`src/rtl/core/falt_pkg.sv`:
```
// Shared types and constants for the failed-attempt lockout table.
// Used by falt_ctrl, falt_dp and failed_attempt_lockout_table_unit.
`default_nettype none

package falt_pkg;

  localparam int unsigned DEF_ENTRIES   = 16;
  localparam int unsigned DEF_KEY_BYTES = 8;

  localparam int unsigned KEY_W      = 64;
  localparam int unsigned KEY_BYTE_N = KEY_W / 8;
  localparam int unsigned CNT_W      = 16;
  localparam int unsigned TIME_W     = 48;
  localparam int unsigned LEN_W      = 4;
  localparam int unsigned SLOT_W     = 4;
  localparam int unsigned LIMIT_W    = 8;
  localparam int unsigned SECS_W     = 17;
  localparam int unsigned LOCK_MS_W  = 27;
  localparam int unsigned MS_PER_S   = 1000;

  localparam int unsigned CFG_IDX_W  = 2;
  localparam int unsigned CFG_DATA_W = SECS_W;

  localparam logic [LIMIT_W-1:0] LIMIT_RST = LIMIT_W'(5);
  localparam logic [SECS_W-1:0]  SECS_RST  = SECS_W'(300);

  typedef enum logic [1:0] {
    OP_QUERY = 2'd0,
    OP_FAIL  = 2'd1,
    OP_RESET = 2'd2
  } opcode_e;

  typedef enum logic [1:0] {
    STATUS_DONE   = 2'd0,
    STATUS_FULL   = 2'd1,
    STATUS_REJECT = 2'd2
  } status_e;

  typedef enum logic [CFG_IDX_W-1:0] {
    REG_ATTEMPT_LIMIT = 2'd0,
    REG_LOCK_SECONDS  = 2'd1
  } cfg_reg_e;

  typedef struct packed {
    logic [1:0]        opcode;
    logic [KEY_W-1:0]  user_key;
    logic [LEN_W-1:0]  user_length;
    logic [TIME_W-1:0] now_ms;
  } req_t;

  typedef struct packed {
    logic [1:0]        status;
    logic              locked;
    logic [TIME_W-1:0] remaining_ms;
    logic              expired;
    logic              just_locked;
    logic [CNT_W-1:0]  attempt_count;
    logic [SLOT_W-1:0] slot_index;
  } res_t;

  // Controller to datapath
  typedef struct packed {
    logic load;
    logic scan;
    logic update;
  } ctrl_cmd_t;

  // Datapath to controller
  typedef struct packed {
    logic bypass;
    logic hit;
    logic scan_end;
  } dp_stat_t;

endpackage

`default_nettype wire

```
`src/rtl/core/falt_ctrl.sv`:
```
// Sequencer for the lockout table: accept, scan, update, reply.
// Depends on falt_pkg for the command and status structs.
`default_nettype none

module falt_ctrl import falt_pkg::*; (
  input  wire        clk_i,
  input  wire        rst_ni,
  input  wire        start_i,
  input  dp_stat_t   stat_i,
  output ctrl_cmd_t  cmd_o,
  output logic       busy_o,
  output logic       reply_o
);

  typedef enum logic [3:0] {
    ST_IDLE   = 4'b0001,
    ST_SCAN   = 4'b0010,
    ST_UPDATE = 4'b0100,
    ST_REPLY  = 4'b1000
  } state_e;

  state_e state_q, state_d;
  logic   accept;

  assign accept = start_i && (state_q == ST_IDLE);

  always_comb begin
    state_d = state_q;
    case (state_q)
      ST_IDLE: begin
        if (accept) begin
          // zero length and unused opcode skip the table
          state_d = stat_i.bypass ? ST_REPLY : ST_SCAN;
        end
      end
      ST_SCAN: begin
        if (stat_i.hit || stat_i.scan_end) begin
          state_d = ST_UPDATE;
        end
      end
      ST_UPDATE: state_d = ST_REPLY;
      ST_REPLY:  state_d = ST_IDLE;
      default:   state_d = ST_IDLE;
    endcase
  end

  always_ff @(posedge clk_i or negedge rst_ni) begin
    if (!rst_ni) begin
      state_q <= ST_IDLE;
    end else begin
      state_q <= state_d;
    end
  end

  assign cmd_o.load   = accept;
  assign cmd_o.scan   = (state_q == ST_SCAN);
  assign cmd_o.update = (state_q == ST_UPDATE);
  assign busy_o       = (state_q != ST_IDLE);
  assign reply_o      = (state_q == ST_REPLY);

endmodule

`default_nettype wire

```
`src/rtl/core/falt_dp.sv`:
```
// Datapath for the lockout table: key memory scan, slot claim, count/deadline update.
// Depends on falt_pkg; driven by falt_ctrl through ctrl_cmd_t.
`default_nettype none

module falt_dp import falt_pkg::*; #(
  parameter int unsigned ENTRIES   = DEF_ENTRIES,
  parameter int unsigned KEY_BYTES = DEF_KEY_BYTES
) (
  input  wire                   clk_i,
  input  wire                   rst_ni,
  input  req_t                  req_i,
  input  wire                   cfg_valid_i,
  input  wire [CFG_IDX_W-1:0]   cfg_index_i,
  input  wire [CFG_DATA_W-1:0]  cfg_data_i,
  input  ctrl_cmd_t             cmd_i,
  output dp_stat_t              stat_o,
  output res_t                  res_o
);

  localparam int unsigned IW    = (ENTRIES > 1) ? $clog2(ENTRIES) : 1;
  localparam int unsigned ENT_W = KEY_W + CNT_W + TIME_W;
  localparam int unsigned SUM_W = TIME_W + 1;
  localparam logic [IW-1:0] LAST = IW'(ENTRIES - 1);

  // configuration
  logic [LIMIT_W-1:0]   limit_q;
  logic [SECS_W-1:0]    secs_q;
  logic [LOCK_MS_W-1:0] lock_ms_q;

  // table: valid bits in flops, key/count/deadline in memory
  logic [ENTRIES-1:0] valid_q;
  logic [ENT_W-1:0]   mem_q [ENTRIES];
  logic [ENT_W-1:0]   rd_q;

  // scan control
  logic [IW-1:0] issue_q, cmp_idx_q, free_idx_q, slot_q;
  logic          issue_on_q, cmp_live_q, free_found_q, full_q;

  // captured item and slot contents
  logic [1:0]        op_q;
  logic [KEY_W-1:0]  key_q;
  logic [TIME_W-1:0] now_q;
  logic [CNT_W-1:0]  attempts_q;
  logic [TIME_W-1:0] deadline_q;
  res_t              res_q;

  logic [KEY_W-1:0]  key_m;
  logic [KEY_W-1:0]  rd_key;
  logic [CNT_W-1:0]  rd_att;
  logic [TIME_W-1:0] rd_dl;
  logic              hit, scan_end, claim, we;
  logic [IW-1:0]     waddr;
  logic [ENT_W-1:0]  wdata;
  logic [CNT_W-1:0]  att_inc, att_n;
  logic [TIME_W-1:0] dl_n, dl_set;
  logic [SUM_W-1:0]  sum;
  logic [IW+SLOT_W-1:0] slot_ext;
  res_t              upd_res, byp_res;
  logic              op_known;

  // zero-pad the key beyond its length
  always_comb begin
    key_m = '0;
    for (int b = 0; b < KEY_BYTE_N; b++) begin
      if ((b < KEY_BYTES) && (LEN_W'(b) < req_i.user_length)) begin
        key_m[8*b +: 8] = req_i.user_key[8*b +: 8];
      end
    end
  end

  assign op_known = (req_i.opcode == OP_QUERY) || (req_i.opcode == OP_FAIL) ||
                    (req_i.opcode == OP_RESET);

  always_comb begin
    byp_res        = '0;
    byp_res.status = (req_i.user_length == '0) ? STATUS_REJECT : STATUS_DONE;
  end

  assign rd_key = rd_q[ENT_W-1 -: KEY_W];
  assign rd_att = rd_q[TIME_W +: CNT_W];
  assign rd_dl  = rd_q[TIME_W-1:0];

  assign hit      = cmp_live_q && valid_q[cmp_idx_q] && (rd_key == key_q);
  assign scan_end = cmp_live_q && (cmp_idx_q == LAST);
  assign claim    = cmd_i.scan && scan_end && !hit && free_found_q;

  assign stat_o.bypass   = (req_i.user_length == '0) || !op_known;
  assign stat_o.hit      = hit;
  assign stat_o.scan_end = scan_end;

  // update of the found slot
  assign att_inc  = (attempts_q == '1) ? attempts_q : attempts_q + 1'b1;
  assign sum      = {1'b0, now_q} + SUM_W'(lock_ms_q);
  assign dl_set   = sum[TIME_W] ? '1 : sum[TIME_W-1:0];
  assign slot_ext = {{SLOT_W{1'b0}}, slot_q};

  always_comb begin
    upd_res = '0;
    att_n   = attempts_q;
    dl_n    = deadline_q;
    if (full_q) begin
      upd_res.status = STATUS_FULL;
    end else begin
      upd_res.status = STATUS_DONE;
      case (op_q)
        OP_QUERY: begin
          if (deadline_q != '0) begin
            if (now_q < deadline_q) begin
              upd_res.locked       = 1'b1;
              upd_res.remaining_ms = deadline_q - now_q;
            end else begin
              att_n           = '0;
              dl_n            = '0;
              upd_res.expired = 1'b1;
            end
          end
        end
        OP_FAIL: begin
          att_n = att_inc;
          if (att_n >= CNT_W'(limit_q)) begin
            dl_n                = dl_set;
            upd_res.just_locked = 1'b1;
          end
        end
        OP_RESET: begin
          att_n = '0;
          dl_n  = '0;
        end
        default: ;
      endcase
      upd_res.attempt_count = att_n;
      upd_res.slot_index    = slot_ext[SLOT_W-1:0];
    end
  end

  assign we    = claim || (cmd_i.update && !full_q);
  assign waddr = claim ? free_idx_q : slot_q;
  assign wdata = claim ? {key_q, {CNT_W{1'b0}}, {TIME_W{1'b0}}} : {key_q, att_n, dl_n};

  // configuration registers
  always_ff @(posedge clk_i or negedge rst_ni) begin
    if (!rst_ni) begin
      limit_q <= LIMIT_RST;
      secs_q  <= SECS_RST;
    end else if (cfg_valid_i) begin
      case (cfg_index_i)
        REG_ATTEMPT_LIMIT: limit_q <= cfg_data_i[LIMIT_W-1:0];
        REG_LOCK_SECONDS:  secs_q  <= cfg_data_i[SECS_W-1:0];
        default: ;
      endcase
    end
  end

  // seconds to milliseconds, registered ahead of the deadline add
  always_ff @(posedge clk_i) begin
    lock_ms_q <= LOCK_MS_W'(secs_q) * LOCK_MS_W'(MS_PER_S);
  end

  // table memory: one write and one registered read per cycle
  always_ff @(posedge clk_i) begin
    if (we) begin
      mem_q[waddr] <= wdata;
    end
    rd_q <= mem_q[issue_q];
  end

  always_ff @(posedge clk_i or negedge rst_ni) begin
    if (!rst_ni) begin
      valid_q      <= '0;
      issue_q      <= '0;
      issue_on_q   <= 1'b0;
      cmp_idx_q    <= '0;
      cmp_live_q   <= 1'b0;
      free_found_q <= 1'b0;
      free_idx_q   <= '0;
      full_q       <= 1'b0;
    end else begin
      cmp_live_q <= cmd_i.scan && issue_on_q;
      cmp_idx_q  <= issue_q;
      if (cmd_i.load) begin
        issue_q      <= '0;
        issue_on_q   <= 1'b1;
        free_found_q <= 1'b0;
        full_q       <= 1'b0;
      end else if (cmd_i.scan) begin
        if (issue_on_q) begin
          // note the lowest free slot as addresses go out
          if (!free_found_q && !valid_q[issue_q]) begin
            free_found_q <= 1'b1;
            free_idx_q   <= issue_q;
          end
          if (issue_q == LAST) begin
            issue_on_q <= 1'b0;
          end else begin
            issue_q <= issue_q + 1'b1;
          end
        end
        if (scan_end && !hit && !free_found_q) begin
          full_q <= 1'b1;
        end
      end
      if (claim) begin
        valid_q[free_idx_q] <= 1'b1;
      end
    end
  end

  always_ff @(posedge clk_i) begin
    if (cmd_i.load) begin
      op_q  <= req_i.opcode;
      key_q <= key_m;
      now_q <= req_i.now_ms;
      res_q <= byp_res;
    end else if (cmd_i.scan) begin
      if (hit) begin
        slot_q     <= cmp_idx_q;
        attempts_q <= rd_att;
        deadline_q <= rd_dl;
      end else if (claim) begin
        slot_q     <= free_idx_q;
        attempts_q <= '0;
        deadline_q <= '0;
      end
    end else if (cmd_i.update) begin
      res_q <= upd_res;
    end
  end

  assign res_o = res_q;

`ifndef SYNTHESIS
  a_claim_free: assert property (@(posedge clk_i) disable iff (!rst_ni)
    claim |-> !valid_q[free_idx_q])
    else $error("claimed slot already valid");

  a_scan_end_issued: assert property (@(posedge clk_i) disable iff (!rst_ni)
    (cmd_i.scan && scan_end) |-> !issue_on_q)
    else $error("scan ended with reads still to issue");

  a_locked_remaining: assert property (@(posedge clk_i) disable iff (!rst_ni)
    ($past(cmd_i.update) && res_q.locked) |-> (res_q.remaining_ms != '0))
    else $error("locked result with zero remaining time");
`endif

endmodule

`default_nettype wire

```
`src/rtl/core/failed_attempt_lockout_table_unit.sv`:
```
// Top level of the failed-attempt lockout table: controller plus datapath.
// Depends on falt_pkg, falt_ctrl and falt_dp.
//
// An item is taken when start is high and busy is low; its single result
// appears on res_o for one cycle with result_valid_o high and cannot be held
// off. Zero-length keys and the unused opcode answer in the cycle after accept
// and free the block after the reply. Other items scan the key memory one slot
// per cycle (one read port); a match ends the scan, and no match (new key or
// full table) means every slot is scanned. The update state follows, then the
// reply state strobes the result, after which the block takes the next item.
// Slot valid bits clear at reset, so no clearing pass is needed. The config
// port is always ready; write it only while busy is low.
`default_nettype none

module failed_attempt_lockout_table_unit import falt_pkg::*; #(
  parameter int unsigned ENTRIES   = DEF_ENTRIES,
  parameter int unsigned KEY_BYTES = DEF_KEY_BYTES
) (
  input  wire                   clk_i,
  input  wire                   rst_ni,
  input  wire                   start,
  output logic                  busy,
  input  req_t                  req_i,
  output logic                  result_valid_o,
  output res_t                  res_o,
  input  wire                   cfg_valid_i,
  output logic                  cfg_ready_o,
  input  wire [CFG_IDX_W-1:0]   cfg_index_i,
  input  wire [CFG_DATA_W-1:0]  cfg_data_i
);

  ctrl_cmd_t cmd;
  dp_stat_t  stat;

  assign cfg_ready_o = 1'b1;

  falt_ctrl u_ctrl (
    .clk_i   (clk_i),
    .rst_ni  (rst_ni),
    .start_i (start),
    .stat_i  (stat),
    .cmd_o   (cmd),
    .busy_o  (busy),
    .reply_o (result_valid_o)
  );

  falt_dp #(
    .ENTRIES   (ENTRIES),
    .KEY_BYTES (KEY_BYTES)
  ) u_dp (
    .clk_i       (clk_i),
    .rst_ni      (rst_ni),
    .req_i       (req_i),
    .cfg_valid_i (cfg_valid_i),
    .cfg_index_i (cfg_index_i),
    .cfg_data_i  (cfg_data_i),
    .cmd_i       (cmd),
    .stat_o      (stat),
    .res_o       (res_o)
  );

endmodule

`default_nettype wire

```
`config.mk`:
```
export PLATFORM = sky130hd
export DESIGN_NAME = failed_attempt_lockout_table_unit
export DESIGN_NICKNAME = d
export VERILOG_FILES = /design/src/rtl/core/falt_pkg.sv /design/src/rtl/core/falt_ctrl.sv /design/src/rtl/core/falt_dp.sv /design/src/rtl/core/failed_attempt_lockout_table_unit.sv
export SDC_FILE = /design/constraint.sdc
export NUM_CORES = 2
export LEC_CHECK = 0
export BUFFER_PORTS_ARGS = -buffer_cell sky130_fd_sc_hd__buf_2
export CORE_ASPECT_RATIO = 0.6
export CORE_MARGIN = 2
export CORE_UTILIZATION = 60
export CTS_CLUSTER_SIZE = 28
export DETAILED_ROUTE_END_ITERATION = 10
export PLACE_DENSITY = 0.74
export SETUP_SLACK_MARGIN = 0.02
export SLEW_MARGIN = 10
export SYNTH_ARGS = -nofsm -noshare
export SYNTH_HDL_FRONTEND = slang
export SYNTH_SLANG_ARGS = --single-unit
export TNS_END_PERCENT = 100
```
`constraint.sdc`:
```
create_clock -name clk_i -period 19.6 [get_ports clk_i]
set_input_delay 3.92 -clock clk_i [delete_from_list [all_inputs] [get_ports clk_i]]
set_output_delay 3.92 -clock clk_i [all_outputs]
set_load 0.05 [all_outputs]
```
==> flow_summary.ini <==
[run_status]
status = finished, final reports clean

[clock_network]
cts_inserted_buffers = 222
cts_hold_buf = 0
cts_tree = yes
cts-resized-gates = 0
cts_sinks = 2516
htreeDepth = 4
clock-root-buffer = clkbuf_16
cts_setup_buffers = 0
clk_latency_ns = 0.87
clock_path_buffers = 4
clkTransAtPathRegs_ns = 0.06

[timing]
post-route-period-util_pct = 38.0
final.setup.tns_ns = 0
worst_slack_ns = 12.15
period_minus_slack_ns = 7.45
slew_violations = 0
fmax_ghz = 0.134
hold_viol_final = 0
tightest_slew_ns = 1.33
relSlewSlack_pct = 11.2
rsz0062_at_grt = false
setup_viol = 0
holdWs_ns = 0.447
skew_ns = 0.0344

[power]
power.density_nw_per_um2 = 138
p_leak_nw = 37.1
irDropWorstVdd_v = 0.000178

[route]
via_count = 53569
dr.first_iter.drc_count = 7964
wire_per_inst_um = 32.3
routed_via_density = 6.70
firstDrtPassIters = 6
drc = 0
drt-total-wl_mm = 259
ant_nets = 0

[yosys]
synth_seq_area_share_pct = 71.9
yosys_register_bits = 2516
synth_nets = 5611
synth_ff_type = edfxtp_1
synthCells = 5273
async_reset_ff_share_pct = 2.42
synth_area_leaders = edfxtp_1, mux4_2, dfxtp_1, ha_1, dfrtp_1
avgSynthCellArea_um2 = 19.3
ys_types = 93
yosys_warnings = 0
synth_edf_count = 2232
synth_area_um2 = 102000
yosys.area.top_type = edfxtp_1
yosys.area.top_type_share_pct = 66.0

[die]
num_io_pins = 217
start_util_pct = 60.7
placementRows = 116
die-width_um = 535
core_um2 = 167000
fp.dieArea_um2 = 173000
dieHeight_um = 323

[worst_setup_path]
start_kind = flop
slowest_delay_ns = 1.12
ff2ff_path_depth = 13
worstReg2RegEnd = u_dp.mem_q[5][79]
crit_cells = 13
worst-path-buf-inv = 4
crit_fanout = 76
arrival_ns = 7.91
cpMostUsedCell = buf_4
path_delay_family = simple AND/OR/NAND/NOR gates
cp_cell_sequence = xor2_1, nor4_2, nand4_1, nor4_1, and4_2, buf_4, nor2_4, buf_4, nor3b_1, a21oi_1, nor2_4, buf_6, buf_4
end_kind = flop
critPathKind = flop to flop
slowest_stage = nor4_2
rrSetupSlack_ns = 12.15
required_ns = 20.07
timing.rr.start = u_dp.key_q[42]

[placement]
hpwl_mm = 149
io_buffers = 215
dp.cells = 7587
place_ws_ns = 12.17
placed_cell_area_um2 = 106000
gp_congestion = 0.945

[final_layout]
layout_common_cells = edfxtp_1, mux4_2, clkbuf_16
areaGrowthSynthToFinish_pct = 11.0
fin_area_um2 = 113000
nets = 5907
finalNonFillerCells = 7997
drive_gt1_share_pct = 24.3
final_common_cell = edfxtp_1

[global_routing]
overflow = 0
grt_pass1_vias = 52385
grt_max_degree = 124
antenna_found_initial = 14
grt_pass1_wl_mm = 372
grt_use_total_pct = 30.2

[min_path]
hp-class = flop to flop
worstHoldStart = u_dp.res_o[70]
min_to = u_dp.res_o[70]
whs_path_depth = 1

[run]
maxCapViolations = 0
==> synthesized netlist by cell type, types with 11 or more instances <==
cell type / number
edfxtp_1: 2232
mux4_2: 648
dfxtp_1: 223
inv_1: 176
clkbuf_1: 159
nand2_1: 155
a21oi_1: 140
nor2_1: 140
ha_1: 137
nor2b_1: 109
o21ai_0: 104
xnor2_1: 98
and2_1: 79
fa_1: 60
xor2_1: 59
a21o_1: 55
dfrtp_1: 54
a22o_1: 50
nand3_1: 50
buf_1: 48
nand4_1: 45
nor4_1: 44
nor3_1: 32
and3_1: 27
mux2_2: 22
o21a_1: 22
nand2b_1: 18
a31o_2: 16
a31oi_1: 16
buf_2: 16
a211oi_1: 15
a22oi_1: 13
o21bai_1: 13
a21boi_0: 11
==> metrics by stage <==
stage | utilization [%] | total power, mW
after floorplan | - | 9.92
after global placement | 63.0 | 11.1
after detailed placement | 63.0 | 11.2
after CTS | 67.3 | 15.5
after global routing | 67.3 | 16.2
final | 67.3 | 15.5
==> cells by family (layout without fill, tap and decap cells) <==
kind of cell    count (synthesis)  after routing  share of synthesized area (%)
compound gates                563            563                           3.77
xor+xnor                      157            157                           1.35
fa+ha+maj                     197            197                           2.87
buf+inv                       411            888                           1.58
flops                        2516           2516                           71.9
mux                           680            680                           14.7
other cells                     1              6                        0.00369
simple gates                  748            748                           3.86
==> worst max path at each step <==
stage / from / end
2_1_floorplan: u_dp.cmp_idx_q[0] / u_dp.mem_q[1][0]
3_5_place_dp: u_dp.key_q[42] / u_dp.mem_q[5][80]
4_1_cts: u_dp.key_q[42] / u_dp.mem_q[5][1]
3_3_place_gp: u_dp.key_q[42] / u_dp.mem_q[5][79]
5_1_grt: u_dp.key_q[42] / u_dp.mem_q[5][2]
6_report: u_dp.key_q[42] / u_dp.mem_q[5][79]
==> per-layer routing <==
layer,GRT usage [%],vias to the layer above,share of wire [%]
met2,42.3,3383,43
li1,-,21877,-
met1,47.4,27914,41
met3,8.65,387,13
met4,7.36,8,2.3
met5,0,-,0.020
==> where the power goes <==
part	switching [mW]	internal (mW)	leakage, nW
clock network	1.93	2.46	3.52
registers	0.298	6.54	22.6
logic	2.51	1.80	11.0
==> sequential cells by signal (all words and copies together) (netlist names) <==
name               flops
u_dp.limit_q           8
u_dp.slot_q            4
u_dp.now_q            48
u_dp.deadline_q       48
u_dp.key_q            64
u_dp.cmp_live_q        1
u_dp.free_idx_q        4
u_dp.valid_q          16
u_dp.secs_q           17
u_dp.res_o            73
u_dp.cmp_idx_q         4
u_dp.lock_ms_q        24
u_dp.issue_on_q        1
u_dp.full_q            1
u_dp.attempts_q       16
u_ctrl.state_q         4
u_dp.mem_q          2048
u_dp.free_found_q      1
u_dp.op_q              2
u_dp.issue_q           4
u_dp.rd_q            128
==> final cells by class <==
type / instances / area, µm²
flip-flops and latches: 2516 / 73000
fillers: 10630 / 54700
multi-input cells: 2346 / 27200
clock buffers: 293 / 6040
well taps: 2242 / 2810
repair buffers: 305 / 1810
clock inverters: 112 / 1180
inverters: 178 / 681
diodes: 5 / 12.5
Power figures use the tool's default switching activity.
